<file path="src/rtl/jsu_pkg.sv">
// jsu_pkg: shared types, codes and character constants for the JSON string unescaper.
// Used by jsu_decoder, jsu_out_buffer and json_string_unescape. No dependencies.
package jsu_pkg;

    typedef enum logic [1:0] {
        MODE_TEXT = 2'd0,
        MODE_ESC  = 2'd1,
        MODE_HEX  = 2'd2
    } jsu_mode_t;

    typedef enum logic [1:0] {
        ST_DATA    = 2'd0,
        ST_END     = 2'd1,
        ST_BAD_ESC = 2'd2,
        ST_BAD_HEX = 2'd3
    } jsu_status_t;

    localparam int MaxResults = 3;

    localparam logic [7:0] CH_NUL   = 8'h00;
    localparam logic [7:0] CH_QUOTE = 8'h22;
    localparam logic [7:0] CH_BSL   = 8'h5C;
    localparam logic [7:0] CH_SLASH = 8'h2F;
    localparam logic [7:0] CH_B     = 8'h62;
    localparam logic [7:0] CH_F     = 8'h66;
    localparam logic [7:0] CH_N     = 8'h6E;
    localparam logic [7:0] CH_R     = 8'h72;
    localparam logic [7:0] CH_T     = 8'h74;
    localparam logic [7:0] CH_U     = 8'h75;

    localparam logic [7:0] CTL_BS = 8'h08;
    localparam logic [7:0] CTL_FF = 8'h0C;
    localparam logic [7:0] CTL_LF = 8'h0A;
    localparam logic [7:0] CTL_CR = 8'h0D;
    localparam logic [7:0] CTL_HT = 8'h09;

    // Results of one input byte, first byte in slot 0
    typedef struct packed {
        logic [1:0]       count;
        jsu_status_t      status;
        logic [2:0][7:0]  bytes;
    } jsu_result_t;

    // Hex digit value; bit 4 set when the byte is no hex digit
    function automatic logic [4:0] hex_value(input logic [7:0] b);
        logic [4:0] v;
        v = 5'h10;
        if (b >= 8'h30 && b <= 8'h39) begin
            v = {1'b0, b[3:0]};
        end else if ((b >= 8'h61 && b <= 8'h66) || (b >= 8'h41 && b <= 8'h46)) begin
            v = {1'b0, b[3:0] + 4'd9};
        end
        return v;
    endfunction

endpackage

</file>
<file path="src/rtl/jsu_decoder.sv">
// jsu_decoder: escape-state registers and the one-pass decode of a raw byte.
// Depends on jsu_pkg.
module jsu_decoder import jsu_pkg::*; (
    input  logic        aclk,
    input  logic        aresetn,
    input  logic        step,
    input  logic [7:0]  in_byte,
    output jsu_result_t res
);

    jsu_mode_t   mode_reg, mode_next;
    logic [1:0]  hex_cnt_reg, hex_cnt_next;
    logic [15:0] acc_reg, acc_next;

    always_comb begin
        logic [4:0]  d;
        logic [15:0] cp;
        d            = hex_value(in_byte);
        cp           = {acc_reg[11:0], d[3:0]};
        mode_next    = MODE_TEXT;
        hex_cnt_next = 2'd0;
        acc_next     = 16'd0;
        res.count    = 2'd0;
        res.status   = ST_DATA;
        res.bytes    = '0;
        case (mode_reg)
            MODE_ESC: begin
                res.count = 2'd1;
                case (in_byte)
                    CH_QUOTE, CH_BSL, CH_SLASH: res.bytes[0] = in_byte;
                    CH_B: res.bytes[0] = CTL_BS;
                    CH_F: res.bytes[0] = CTL_FF;
                    CH_N: res.bytes[0] = CTL_LF;
                    CH_R: res.bytes[0] = CTL_CR;
                    CH_T: res.bytes[0] = CTL_HT;
                    CH_U: begin
                        res.count = 2'd0;
                        mode_next = MODE_HEX;
                    end
                    default: res.status = ST_BAD_ESC;
                endcase
            end
            MODE_HEX: begin
                if (d[4]) begin
                    res.count  = 2'd1;
                    res.status = ST_BAD_HEX;
                end else if (hex_cnt_reg != 2'd3) begin
                    mode_next    = MODE_HEX;
                    hex_cnt_next = hex_cnt_reg + 2'd1;
                    acc_next     = cp;
                end else if (cp[15:7] == 9'd0) begin
                    res.count    = 2'd1;
                    res.bytes[0] = cp[7:0];
                end else if (cp[15:11] == 5'd0) begin
                    res.count    = 2'd2;
                    res.bytes[0] = {3'b110, cp[10:6]};
                    res.bytes[1] = {2'b10, cp[5:0]};
                end else begin
                    res.count    = 2'd3;
                    res.bytes[0] = {4'b1110, cp[15:12]};
                    res.bytes[1] = {2'b10, cp[11:6]};
                    res.bytes[2] = {2'b10, cp[5:0]};
                end
            end
            default: begin
                if (in_byte == CH_QUOTE || in_byte == CH_NUL) begin
                    res.count  = 2'd1;
                    res.status = ST_END;
                end else if (in_byte == CH_BSL) begin
                    mode_next = MODE_ESC;
                end else begin
                    res.count    = 2'd1;
                    res.bytes[0] = in_byte;
                end
            end
        endcase
    end

    always_ff @(posedge aclk) begin
        if (!aresetn) begin
            mode_reg    <= MODE_TEXT;
            hex_cnt_reg <= 2'd0;
            acc_reg     <= 16'd0;
        end else if (step) begin
            mode_reg    <= mode_next;
            hex_cnt_reg <= hex_cnt_next;
            acc_reg     <= acc_next;
        end
    end

    // Digit count and accumulator live only inside a \u escape
    a_cnt_only_in_hex: assert property (@(posedge aclk) disable iff (!aresetn)
        mode_reg != MODE_HEX |-> (hex_cnt_reg == 2'd0 && acc_reg == 16'd0))
        else $error("hex state left over outside a unicode escape");
    // Accumulator holds no more digits than were counted
    a_acc_width: assert property (@(posedge aclk) disable iff (!aresetn)
        (hex_cnt_reg != 2'd1 || acc_reg[15:4] == 12'd0) &&
        (hex_cnt_reg != 2'd2 || acc_reg[15:8] == 8'd0))
        else $error("code point accumulator holds stray digits");
    // A result with a non-data code is always single
    a_err_single: assert property (@(posedge aclk) disable iff (!aresetn)
        step && res.status != ST_DATA |-> res.count == 2'd1)
        else $error("end or error result not single");

endmodule

</file>
<file path="src/rtl/jsu_out_buffer.sv">
// jsu_out_buffer: result register for up to three bytes, drained one per cycle while m_ready is high.
// Depends on jsu_pkg.
module jsu_out_buffer import jsu_pkg::*; (
    input  logic        aclk,
    input  logic        aresetn,
    input  logic        load,
    input  jsu_result_t res,
    output logic        can_load,
    output logic        m_valid,
    input  logic        m_ready,
    output logic [7:0]  m_out_byte,
    output logic [1:0]  m_status,
    output logic        m_last_of_run
);

    logic [2:0][7:0] data_reg;
    jsu_status_t     status_reg;
    logic [1:0]      cnt_reg, cnt_next;
    logic            pop;

    assign m_valid       = (cnt_reg != 2'd0);
    assign pop           = m_valid && m_ready;
    assign can_load      = (cnt_reg == 2'd0) || (cnt_reg == 2'd1 && m_ready);
    assign m_out_byte    = data_reg[0];
    assign m_status      = status_reg;
    assign m_last_of_run = (cnt_reg == 2'd1);

    always_comb begin
        cnt_next = cnt_reg;
        if (load && res.count != 2'd0) begin
            cnt_next = res.count;
        end else if (pop) begin
            cnt_next = cnt_reg - 2'd1;
        end
    end

    always_ff @(posedge aclk) begin
        if (!aresetn) begin
            cnt_reg <= 2'd0;
        end else begin
            cnt_reg <= cnt_next;
        end
    end

    // Payload: load a fresh bundle or shift the next byte down
    always_ff @(posedge aclk) begin
        if (load && res.count != 2'd0) begin
            data_reg   <= res.bytes;
            status_reg <= res.status;
        end else if (pop) begin
            data_reg <= {8'd0, data_reg[2:1]};
        end
    end

    a_load_fits: assert property (@(posedge aclk) disable iff (!aresetn)
        load |-> (cnt_reg == 2'd0 || (cnt_reg == 2'd1 && pop)))
        else $error("bundle loaded over undelivered results");
    a_load_count: assert property (@(posedge aclk) disable iff (!aresetn)
        load && res.count != 2'd0 |=> cnt_reg == $past(res.count))
        else $error("result count not taken from bundle");
    a_nondata_last: assert property (@(posedge aclk) disable iff (!aresetn)
        m_valid && status_reg != ST_DATA |-> m_last_of_run)
        else $error("end or error result not last of its run");

endmodule

</file>
<file path="src/rtl/json_string_unescape.sv">
// json_string_unescape: top level of the JSON string body unescaper.
// Depends on jsu_pkg, jsu_decoder and jsu_out_buffer.
//
//  channel  | ports                                  | direction
//  ---------+----------------------------------------+----------
//  input    | s_valid, s_ready, s_in_byte            | in
//  result   | m_valid, m_ready, m_out_byte,          | out
//           | m_status, m_last_of_run                |
//
// A raw byte is decoded in the cycle it is accepted and its results land in
// the result register at that edge; the first result is offered in the next cycle.
// Plain text moves one byte per cycle while m_ready is high. While a byte's results
// drain, one transaction per cycle with m_ready high, s_ready stays low until the last
// of them leaves, and the next byte is taken in that cycle. Bytes with no result
// (backslash, \u, the first three hex digits) only advance the parser. Reset (aresetn
// low, synchronous) returns the parser to text mode and empties the result register.
// A stall on m_ready backs up to s_ready directly.
module json_string_unescape import jsu_pkg::*; (
    input  logic        aclk,
    input  logic        aresetn,
    input  logic        s_valid,
    output logic        s_ready,
    input  logic [7:0]  s_in_byte,
    output logic        m_valid,
    input  logic        m_ready,
    output logic [7:0]  m_out_byte,
    output logic [1:0]  m_status,
    output logic        m_last_of_run
);

    jsu_result_t res;
    logic        load;

    // Advance the parser only on an accepted input transaction
    assign load = s_valid && s_ready;

    jsu_decoder u_decoder (
        .aclk    (aclk),
        .aresetn (aresetn),
        .step    (load),
        .in_byte (s_in_byte),
        .res     (res)
    );

    // Result register; ready while empty or while its last result leaves
    jsu_out_buffer u_out_buffer (
        .aclk          (aclk),
        .aresetn       (aresetn),
        .load          (load),
        .res           (res),
        .can_load      (s_ready),
        .m_valid       (m_valid),
        .m_ready       (m_ready),
        .m_out_byte    (m_out_byte),
        .m_status      (m_status),
        .m_last_of_run (m_last_of_run)
    );

endmodule

</file>
<file path="config.mk">
export PLATFORM = sky130hd
export DESIGN_NAME = json_string_unescape
export DESIGN_NICKNAME = d
export VERILOG_FILES = /design/src/rtl/jsu_pkg.sv /design/src/rtl/jsu_decoder.sv /design/src/rtl/jsu_out_buffer.sv /design/src/rtl/json_string_unescape.sv
export SDC_FILE = /design/constraint.sdc
export NUM_CORES = 1
export LEC_CHECK = 0
export BUFFER_PORTS_ARGS = -buffer_cell sky130_fd_sc_hd__buf_2
export CAP_MARGIN = 20
export CORE_ASPECT_RATIO = 1.5
export CORE_MARGIN = 5
export CORE_UTILIZATION = 50
export CTS_BUF_LIST = sky130_fd_sc_hd__clkbuf_8
export DETAILED_ROUTE_END_ITERATION = 8
export PLACE_DENSITY = 0.69
export SLEW_MARGIN = 20
export SYNTH_ARGS = -nofsm -noshare
export SYNTH_HDL_FRONTEND = slang
export SYNTH_SLANG_ARGS = --single-unit
export TNS_END_PERCENT = 10
</file>
<file path="constraint.sdc">
create_clock -name aclk -period 4.6 [get_ports aclk]
set_clock_uncertainty 0.15 [all_clocks]
set_input_delay 0 -clock aclk [delete_from_list [all_inputs] [get_ports aclk]]
set_output_delay 0 -clock aclk [all_outputs]
set_load 0.005 [all_outputs]
</file>
==> results by group, run 1 <==
Routing
  • Avg Vias per Cell: 6.12
  • Post-detailed-route wirelength per cell: 17.5 um
  • WL final: 6290 um
  • Via count: 2,204
  • DRC Markers: 0
  • Initial DRC Count: 186
  • Post-detailed-route count of antenna-violating nets: 0
  • DR pass1 iterations: 6

Logic synthesis
  • Number of synthesized flops with an enable pin: 24
  • Average size of a mapped cell: about 9.6 um2
  • Share of the synthesized area in the top cell type: between 20% and 30%
  • Post-synth cell types: 59
  • Post-synthesis sequential area ratio: 40.3%
  • Ys async rst share: 0%
  • Top post-synthesis cells by area: edfxtp_1, dfxtp_1, a22oi_1
  • Synth Instances: approximately 280
  • Yosys warnings: 0
  • Post-Syn Area: roughly 2700 um2
  • Main synth FF type: edfxtp_1
  • FF+latch count, synth: 42
  • Post-synth top area cell: edfxtp_1
  • Net Count, Synth: 302

Critical path
  • CP Launch Type: flop
  • CP max stage delay: about 0.60 ns
  • Critical path launch point: u_decoder.acc_reg[7]$_SDFFE_PN0P_
  • Crit-path leading delay family: simple AND/OR/NAND/NOR gates
  • CP Cell Sequence: or4_1 -> nor3_1 -> o22ai_1 -> o311ai_1 -> buf_4 -> and2_4 -> nand2_1
  • Crit path capture type: flop
  • Crit-path slowest cell: or4_1
  • Worst path required time: roughly 4.3 ns
  • Setup Crit Path Kind: flop to flop
  • CP Max Fanout: 23
  • CP Data Arrival Time: 3.33 ns
  • Reg2reg path depth: 7
  • R2r startpoint: u_decoder.acc_reg[7]$_SDFFE_PN0P_
  • Buf/Inv on CP: 1
  • Cell depth of the worst setup path: 7

Power
  • Internal Power: 0.000625 W
  • Clk pwr share: between 20% and 30%
  • Pwr dens: about 300 nW/um2
  • Peak supply drop: 0.273 mV
  • Switching pwr: ~0.00024 W
  • Net Sw Frac: 28.0%
  • Combinational fraction of design power: 18.7%
  • Flop pwr share: 52.7%
  • Static Leakage: 1.05 nW

Clocking
  • TritonCTS buffer count: 5
  • CTS HTree Levels: 2
  • Skew-Pair Late Insertion Delay: approximately 0.29 ns
  • Worst-path clk slew: 0.09 ns
  • Sink Count: 42
  • Root buf cell: clkbuf_8
  • CTS tree: built
  • Post-CTS Resized: 0
  • Clk buf depth: 2

Place
  • Final HPWL DP: 4660 um
  • I/O Buffers: 24
  • GPL Wtd Cong: between 0.9 and 1

STA
  • Fin. Hold Viols: 0
  • Min Clock Period, post-route: 3.63 ns
  • Maximum clock rate: 275 MHz
  • Max_slew headroom: 42.1%
  • RSZ-0062 raised after global routing: false
  • Tcrit/Tclk final: 79.0%
  • Fin Setup TNS: 0 ns
  • Endpoints failing setup: 0
  • Worst-margin pin slew: roughly 0.87 ns
  • Fin. max-slew vios: 0

Run status
  • Status: complete, no violations

Finish
  • Layout cells sized above 1: 16.8%
  • Layout area overhead: 6.94%
  • Util after Layout: 55.6%
  • Ant diodes: 0
  • Nets@finish: 312
  • Max FFs per register: 14
  • Most frequent cells in the layout: buf_2, edfxtp_1, nand2_1

Floorplanning
  • Placement Rows: 32
  • Initial core utilization: 52.0%
  • Die height: 99.8 um
  • # IOs: 25
  • Die footprint: about 7000 um2
  • Die X: between 60 and 70 um
  • Area of the core: around 5200 um2

Min path
  • Hold path start: s_in_byte[6]
  • HP Class: input port to flop
  • Hold path depth: 3

Global routing
  • GRT busiest layer: met2
  • Largest net degree at the start of global routing: 24
  • Initial antenna violation count: 0
  • First-pass GRT wire length: 10,400 um
  • Grt met2 use: 31.8%
  • GRT met1 Usage: 22.6%
  • Met3 Track Usage GR: 2.93%
  • Vias in the first global route: roughly 2,100
  • All-Layer GR Usage: 18.6%
  • Gr ovfl total: 0

Job
  • Total of max-cap violations: 0
## per-layer routing
metal	share of wire, %	wire, um
met4	4.4	277
met3	5.6	352
met2	49	3110
met5	0	0
met1	41	2560
## synthesized netlist by cell type (5+ instances only)
| cell type | number |
|---|---|
| buf_4 | 9 |
| nor2_1 | 13 |
| edfxtp_1 | 24 |
| inv_1 | 13 |
| clkbuf_1 | 14 |
| a21oi_1 | 15 |
| nand2_1 | 19 |
| nor3_1 | 8 |
| nor4_1 | 6 |
| a22oi_1 | 16 |
| ha_1 | 9 |
| nand3_1 | 7 |
| and2_1 | 5 |
| dfxtp_1 | 18 |
| o31ai_1 | 9 |
| o21ai_0 | 10 |
| nor2b_1 | 15 |
## per-stage QoR
step | power, W | instances | hold WS, ns | setup WS (ns) | instance area (um2)
finish | 0.000868 | 360 | 0.0140 | 0.967 | 2870
global route | 0.000910 | 360 | 0.0242 | 0.730 | 2870
CTS | 0.000873 | 360 | 0.0139 | 0.956 | 2870
detailed placement | 0.000631 | 351 | 0.243 | 0.974 | 2770
global placement | 0.000627 | 351 | 0.237 | 1.08 | 2770
floorplan | 0.000598 | 281 | -0.0230 | 1.48 | 2690
## kinds of logic after synthesis
kind of cell             after synthesis  share of synthesized area [%]
AO/OA/AOI/OAI                         79                           21.3
XOR/XNOR                               1                          0.326
adder cells (fa/ha/maj)                9                           4.19
buffers and inverters                 40                           7.73
flip-flops                            42                           40.3
multiplexers                          10                           4.43
AND/OR/NAND/NOR                      100                           21.7
## worst paths after layout
kind	slack [ns]	end
setup / recovery	0.97	u_out_buffer.data_reg[19]$_SDFFCE_PP0P_
hold / removal	0.01	u_out_buffer.m_out_byte[6]$_SDFFCE_PP0P_
setup reg to reg	0.97	u_out_buffer.data_reg[19]$_SDFFCE_PP0P_
hold reg to reg	0.38	u_decoder.hex_cnt_reg[1]$_SDFFE_PN0P_
## power groups by stage
stage	registers (W)	logic (W)	clock network, W
2_1_floorplan	0.000465	0.000133	0
3_3_place_gp	0.000466	0.000161	0
3_5_place_dp	0.000467	0.000164	0
4_1_cts	0.000458	0.000165	0.000250
5_1_grt	0.000461	0.000178	0.000270
6_report	0.000458	0.000162	0.000248
## tightest hold or removal path: cells and delay by family
family,cells,cell delay [ns]
AOI/OAI and AO/OA,1,0.06
and+or+nand+nor,1,0.08
buffers and inverters,1,0.16
## what timing repair did
item | CTS | global route
buffers inserted | 0 | 0
setup endpoints to repair | 0 | 0
hold endpoints to repair | 18 | 0
hold buffers | 1 | 0
## area by class of cell
cell class	instances	area [um2]
fillers	487	2290
multi-input cells	199	1400
flip-flops and latches	42	1080
repair buffers	30	168
well taps	68	85.1
clock buffers	5	68.8
inverters	13	48.8
clock inverters	3	23.8
Power figures use the tool's default switching activity.
==> run 2: changes to the inputs <==
==> constraint.sdc (replaced) <==
create_clock -name aclk -period 3.78 [get_ports aclk]
set_clock_uncertainty 0.15 [all_clocks]
set_input_delay 0 -clock aclk [delete_from_list [all_inputs] [get_ports aclk]]
set_output_delay 0 -clock aclk [all_outputs]
set_load 0.005 [all_outputs]
==> results by group, run 2 (synthesis gave the netlist of run 1 again) <==
Min path
  • Hold path depth: 3 (unchanged)
  • Hold path start: s_in_byte[6]
  • Hold Path Sink: u_out_buffer.m_out_byte[6]$_SDFFCE_PP0P_
  • HP Class: input port to flop

Global routing
  • Vias in the first global route: 2,078 (-1.9%)
  • Initial antenna violation count: 0 (unchanged)
  • Gr ovfl total: 0 (unchanged)
  • GRT busiest layer: met2
  • All-Layer GR Usage: 17.8% (-0.75 points)
  • GRT met1 Usage: 22.1% (-0.51 points)
  • Met3 Track Usage GR: 3.34% (+0.40 points)
  • First-pass GRT wire length: 10,100 um (-2.3%)
  • Grt met2 use: 30.4% (-1.5 points)
  • Largest net degree at the start of global routing: 24 (unchanged)

Finish
  • Nets@finish: 315 (+0.96%)
  • Ant diodes: 0 (unchanged)
  • Layout cells sized above 1: 17.6% (+0.85 points)
  • Max FFs per register: 14 (unchanged)
  • Layout area overhead: 8.71%
  • Filler cells: 447 (-8.2%)
  • Most frequent cells in the layout: buf_2, edfxtp_1, nand2_1

Routing
  • DRC Markers: 0 (unchanged)
  • Post-detailed-route count of antenna-violating nets: 0 (unchanged)
  • Via count: 2,207 (+0.14%)
  • DR pass1 iterations: 4 (-2)
  • Post-detailed-route wirelength per cell: 16.8 um (-3.7%)
  • Avg Vias per Cell: 6.08 (-0.69%)
  • WL final: 6110 um (-2.9%)
  • Initial DRC Count: 234 (+26%)

Critical path
  • Setup Crit Path Kind: flop to flop
  • Reg2reg path depth: 8 (+1)
  • CP Launch Type: flop
  • Crit path capture type: flop
  • Reg2reg end: u_out_buffer.m_out_byte[5]$_DFFE_PP_
  • CP Data Arrival Time: 2.93 ns (-0.40 ns)
  • R2r startpoint: u_decoder.acc_reg[7]$_SDFFE_PN0P_
  • Worst path required time: 3.69 ns (-0.61 ns)
  • CP Max Fanout: 23 (unchanged)
  • Reg2reg setup slack: 0.76 ns (-0.21 ns)
  • Critical path launch point: u_decoder.acc_reg[7]$_SDFFE_PN0P_

Floorplanning
  • Die height: 99.8 um (unchanged)
  • Placement Rows: 32 (unchanged)
  • Die footprint: 6970 um2 (unchanged)
  • Initial core utilization: 52.0% (unchanged)
  • # IOs: 25 (unchanged)
  • Area of the core: 5160 um2 (unchanged)
  • Die X: 69.8 um (unchanged)

Clocking
  • Worst-path clk slew: 0.09 ns (about the same)
  • Root buf cell: clkbuf_8
  • CTS tree: built
  • Clk buf depth: 2 (unchanged)
  • CTS HTree Levels: 2 (unchanged)
  • Skew-Pair Late Insertion Delay: 0.29 ns (about the same)
  • Sink Count: 42 (unchanged)
  • Post-CTS Resized: 0 (unchanged)
  • TritonCTS buffer count: 5 (unchanged)

STA
  • Max_slew headroom: 58.0% (+16 points)
  • Tcrit/Tclk final: 80.0% (+0.99 points)
  • Endpoints failing setup: 0 (unchanged)
  • Maximum clock rate: 331 MHz (+20%)
  • Fin Setup TNS: 0 ns (unchanged)
  • Fin. Hold Viols: 0 (unchanged)
  • WHS: 0.0110 ns (-0.00294 ns)
  • Fin. max-slew vios: 0 (unchanged)
  • RSZ-0062 raised after global routing: false
  • Min Clock Period, post-route: 3.02 ns (-0.610 ns)
  • Worst-margin pin slew: 0.628 ns (-0.239 ns)

Run status
  • Status: complete, no violations

Power
  • Combinational fraction of design power: 17.8% (-0.9 points)
  • Flop pwr share: 49.4% (-3.3 points)
  • Net Sw Frac: 26.1% (-2.0 points)
  • Static Leakage: 1.08 nW (+2.9%)
  • Clk pwr share: 32.8% (+4.2 points)
  • Internal Power: 0.000831 W (+33%)
  • Pwr dens: 385 nW/um2 (+27%)
  • Switching pwr: 0.000293 W (+20%)
  • Peak supply drop: 0.467 mV (+71%)

Place
  • Final HPWL DP: 4450 um (-4.6%)
  • I/O Buffers: 24 (unchanged)
  • GPL Wtd Cong: 0.935 (+1.8%)

Job
  • Total of max-cap violations: 0 (unchanged)
## run 2: cell types whose count changed in the layout (fill, tap and decap cells not counted)
cell        before  now
buf_4            5    8
bufinv_16        0    1
clkinvlp_4       2    1
inv_6            1    0
inv_8            0    1
## run 2: cell type report
cell class / instances / area, um2 / share of cell area, %
multi-input cells: 199 / 1400 / 47.8
clock buffers: 5 / 68.8 / 2.36
repair buffers: 33 / 190 / 6.52
well taps: 68 / 85.1 / 2.91
flip-flops and latches: 42 / 1080 / 37.0
inverters: 13 / 48.8 / 1.67
clock inverters: 3 / 48.8 / 1.67
## run 2: per-stage QoR
step	cell area, um2	setup slack, ns	instances	power [W]	utilization [%]
global route	2920	0.641	363	0.00118	56.5
CTS	2920	0.761	363	0.00114	56.5
finish	2920	0.757	363	0.00112	56.5
global placement	2790	0.723	354	0.000764	54.0
detailed placement	2790	0.700	354	0.000767	54.0
floorplan	2690	0.660	281	0.000727	-
## run 2: what timing repair did
action / CTS / global route
buffers inserted: 0 / 0
hold buffers: 1 / 0
endpoints found under the hold margin: 18 / 0
## run 2: power by group through the flow
stage / clock network, W / logic (W) / registers, W
2_1_floorplan: 0 / 0.000162 / 0.000565
3_3_place_gp: 0 / 0.000199 / 0.000565
3_5_place_dp: 0 / 0.000201 / 0.000566
4_1_cts: 0.000378 / 0.000202 / 0.000555
5_1_grt: 0.000393 / 0.000222 / 0.000561
6_report: 0.000368 / 0.000200 / 0.000556
## run 2: worst max-delay path by stage
stage	to	slack, ns	cells after the start
floorplan	u_out_buffer.data_reg[10]$_DFFE_PP_	0.66	9
global placement	u_out_buffer.m_out_byte[5]$_DFFE_PP_	0.72	8
detailed placement	u_out_buffer.m_out_byte[5]$_DFFE_PP_	0.70	8
CTS	u_out_buffer.m_out_byte[5]$_DFFE_PP_	0.76	8
global route	u_out_buffer.m_out_byte[6]$_SDFFCE_PP0P_	0.64	9
finish	u_out_buffer.m_out_byte[5]$_DFFE_PP_	0.76	8
## run 2: worst max-delay path: stages, from the launching register on
cell	delay, ns
dfxtp_1	0.36
or4_1	0.61
nor3_1	0.16
buf_4	0.17
o22ai_1	0.09
o311ai_1	0.29
buf_4	0.24
and2_4	0.34
mux2_2	0.37
## run 2: per-layer routing
| metal | up-vias | part of all wire (%) |
|---|---|---|
| met5 | - | 0 |
| met4 | 0 | 2.5 |
| met3 | 15 | 4.4 |
| met2 | 64 | 51 |
| met1 | 1051 | 42 |
| li1 | 1077 | - |
==> run 3: changes to the inputs <==
--- a/config.mk
+++ b/config.mk
@@ -12,7 +12,7 @@
 export CORE_UTILIZATION = 50
 export CTS_BUF_LIST = sky130_fd_sc_hd__clkbuf_8
 export DETAILED_ROUTE_END_ITERATION = 8
-export PLACE_DENSITY = 0.69
+export PLACE_DENSITY = 0.72
 export SLEW_MARGIN = 20
 export SYNTH_ARGS = -nofsm -noshare
 export SYNTH_HDL_FRONTEND = slang
==> constraint.sdc (replaced) <==
create_clock -name aclk -period 2.4 [get_ports aclk]
set_clock_uncertainty 0.15 [all_clocks]
set_input_delay 0 -clock aclk [delete_from_list [all_inputs] [get_ports aclk]]
set_output_delay 0 -clock aclk [all_outputs]
set_load 0.005 [all_outputs]
==> results by group, run 3 (synthesis gave the netlist of run 1 again) <==
STA
  • Maximum clock rate: 402 MHz (+22%)
  • RSZ-0062 raised after global routing: true
  • Final WS setup: -0.0864 ns (-0.843 ns)
  • Max_slew headroom: 51.4% (-6.6 points)
  • Fin. Hold Viols: 0 (unchanged)
  • WHS: 0.0957 ns (+0.0846 ns)
  • Fin Setup TNS: -1.97 ns (-1.97 ns)
  • Tcrit/Tclk final: 104% (+24 points)
  • Endpoints failing setup: 35 (+35)
  • Worst-margin pin slew: 0.725 ns (+0.0976 ns)
  • Fin. max-slew vios: 0 (unchanged)
  • Min Clock Period, post-route: 2.49 ns (-0.537 ns)

Global routing
  • Largest net degree at the start of global routing: 23 (-4.2%)
  • Gr ovfl total: 0 (unchanged)
  • All-Layer GR Usage: 19.9% (+2.1 points)
  • First-pass GRT wire length: 11,200 um (+11%)
  • Vias in the first global route: 2,390 (+15%)
  • Initial antenna violation count: 0 (unchanged)

Routing
  • Avg Vias per Cell: 5.77 (-5.1%)
  • Post-detailed-route count of antenna-violating nets: 0 (unchanged)
  • Post-detailed-route wirelength per cell: 16.6 um (-1.2%)
  • DRC Markers: 0 (unchanged)
  • Initial DRC Count: 231 (-1.3%)
  • WL final: 7100 um (+16%)
  • Via count: 2,465 (+12%)
  • DR pass1 iterations: 5 (+1)

Clocking
  • CTS tree: built
  • TritonCTS buffer count: 5 (unchanged)
  • Worst-path clk slew: 0.09 ns (about the same)
  • Skew-Pair Late Insertion Delay: 0.30 ns (about the same)
  • Root buf cell: clkbuf_8
  • Clk buf depth: 2 (unchanged)
  • CTS HTree Levels: 2 (unchanged)
  • Sink Count: 42 (unchanged)

Power
  • Pwr dens: 537 nW/um2 (+40%)
  • Peak supply drop: 0.555 mV (+19%)
  • Total power: 0.00188 W (+67%)
  • Static Leakage: 1.42 nW (+32%)

Floorplanning
  • Initial core utilization: 52.0% (unchanged)
  • Placement Rows: 32 (unchanged)
  • # IOs: 25 (unchanged)
  • Die X: 69.8 um (unchanged)
  • Die footprint: 6970 um2 (unchanged)
  • Area of the core: 5160 um2 (unchanged)
  • Die height: 99.8 um (unchanged)

Place
  • Final HPWL DP: 5240 um (+18%)
  • GPL Wtd Cong: 0.945 (+1.0%)
  • I/O Buffers: 24 (unchanged)
  • Inst Count DP: 411 (+16%)

Critical path
  • CP Launch Type: flop
  • CP Data Arrival Time: 2.40 ns (-0.53 ns)
  • Worst path required time: 2.31 ns (-1.38 ns)
  • Buf/Inv on CP: 1 (-1)
  • CP max stage delay: 0.55 ns (-0.06 ns)
  • CP Cell Sequence: or4_4 -> nor3_4 -> o22ai_2 -> o311ai_2 -> buf_4 -> and2_2 -> mux2_4
  • Setup Crit Path Kind: flop to flop
  • CP Max Fanout: 5 (-78%)
  • Crit path capture type: flop
  • Crit-path leading delay family: simple AND/OR/NAND/NOR gates
  • Crit-path slowest cell: or4_4

Finish
  • Sequential cell area: 1080 um2 (+0.12%)
  • Util after Layout: 67.7% (+11 points)
  • Most frequent cells in the layout: buf_4, buf_2, edfxtp_1
  • Max FFs per register: 14 (unchanged)
  • Filler cells: 413 (-7.6%)
  • Fin cells: 427 (+18%)
  • Most common cell after layout, fill and taps aside: buf_4
  • Ant diodes: 0 (unchanged)
  • Layout cells sized above 1: 35.4% (+18 points)
  • Nets@finish: 379 (+20%)
  • Layout area overhead: 30.2%
  • Area taken by multi-input logic gates: 1500 um2 (+7.7%)

Job
  • Total of max-cap violations: 0 (unchanged)

Min path
  • HP Class: input port to flop

Run status
  • Failing checks: setup timing
  • Status: finished with violations
[run 3: final cells by class]
| class | instances | area share, % |
|---|---|---|
| Tap cell | 68 | 2.43 |
| Inverter | 13 | 1.40 |
| Clock inverter | 3 | 1.40 |
| Clock buffer | 5 | 1.97 |
| Timing Repair Buffer | 95 | 18.9 |
| Sequential cell | 42 | 30.9 |
| Multi-Input combinational cell | 201 | 43.0 |
[run 3: what timing repair did]
| item | in CTS | in global routing |
|---|---|---|
| gates resized for setup | 3 | 9 |
| buffers inserted | 4 | 1 |
| endpoints found under the hold margin | 18 | 0 |
| pin swaps | 2 | 4 |
| hold buffers | 1 | 0 |
| endpoints found under the setup margin | 45 | 45 |
| cloned | 1 | 1 |
[run 3: final timing paths]
kind | startpoint | end | slack (ns) | cells after the start
worst max-delay path | u_decoder.acc_reg[10]$_SDFFE_PN0P_ | u_out_buffer.m_out_byte[4]$_DFFE_PP_ | -0.09 | 7
worst min-delay path | s_valid | u_decoder.acc_reg[2]$_SDFFE_PN0P_ | 0.1 | 5
worst max register to register | u_decoder.acc_reg[10]$_SDFFE_PN0P_ | u_out_buffer.m_out_byte[4]$_DFFE_PP_ | -0.09 | 7
worst min register to register | u_decoder.hex_cnt_reg[1]$_SDFFE_PN0P_ | u_decoder.hex_cnt_reg[1]$_SDFFE_PN0P_ | 0.38 | 2
[run 3: layer usage]
layer | share of wire, % | global-route usage (%) | wire [um] | vias to the layer above
met5 | 0 | 0 | 0 | -
met4 | 2.1 | 6.49 | 149 | 0
met3 | 4.9 | 3.34 | 345 | 18
met2 | 52 | 36.9 | 3680 | 82
met1 | 41 | 23.1 | 2930 | 1159
li1 | - | - | - | 1206
[run 3: report_power, final]
group	switching (W)	internal, W
Clock	0.000274	0.000317
Sequential	0.0000189	0.000858
Combinational	0.000213	0.000198
Total	0.000506	0.00137
[run 3: stage by stage]
step	setup WS (ns)	instance area (um2)
finish	-0.0864	3500
global route	-0.165	3500
CTS	-0.105	3430
detailed placement	-0.344	3250
global placement	-0.330	3250
floorplan	-0.288	2720
[run 3: tightest hold or removal path: cells and delay by family]
family,cells,cell delay [ns]
buf+inv,2,0.27
simple gates,2,0.17
compound gates,1,0.06
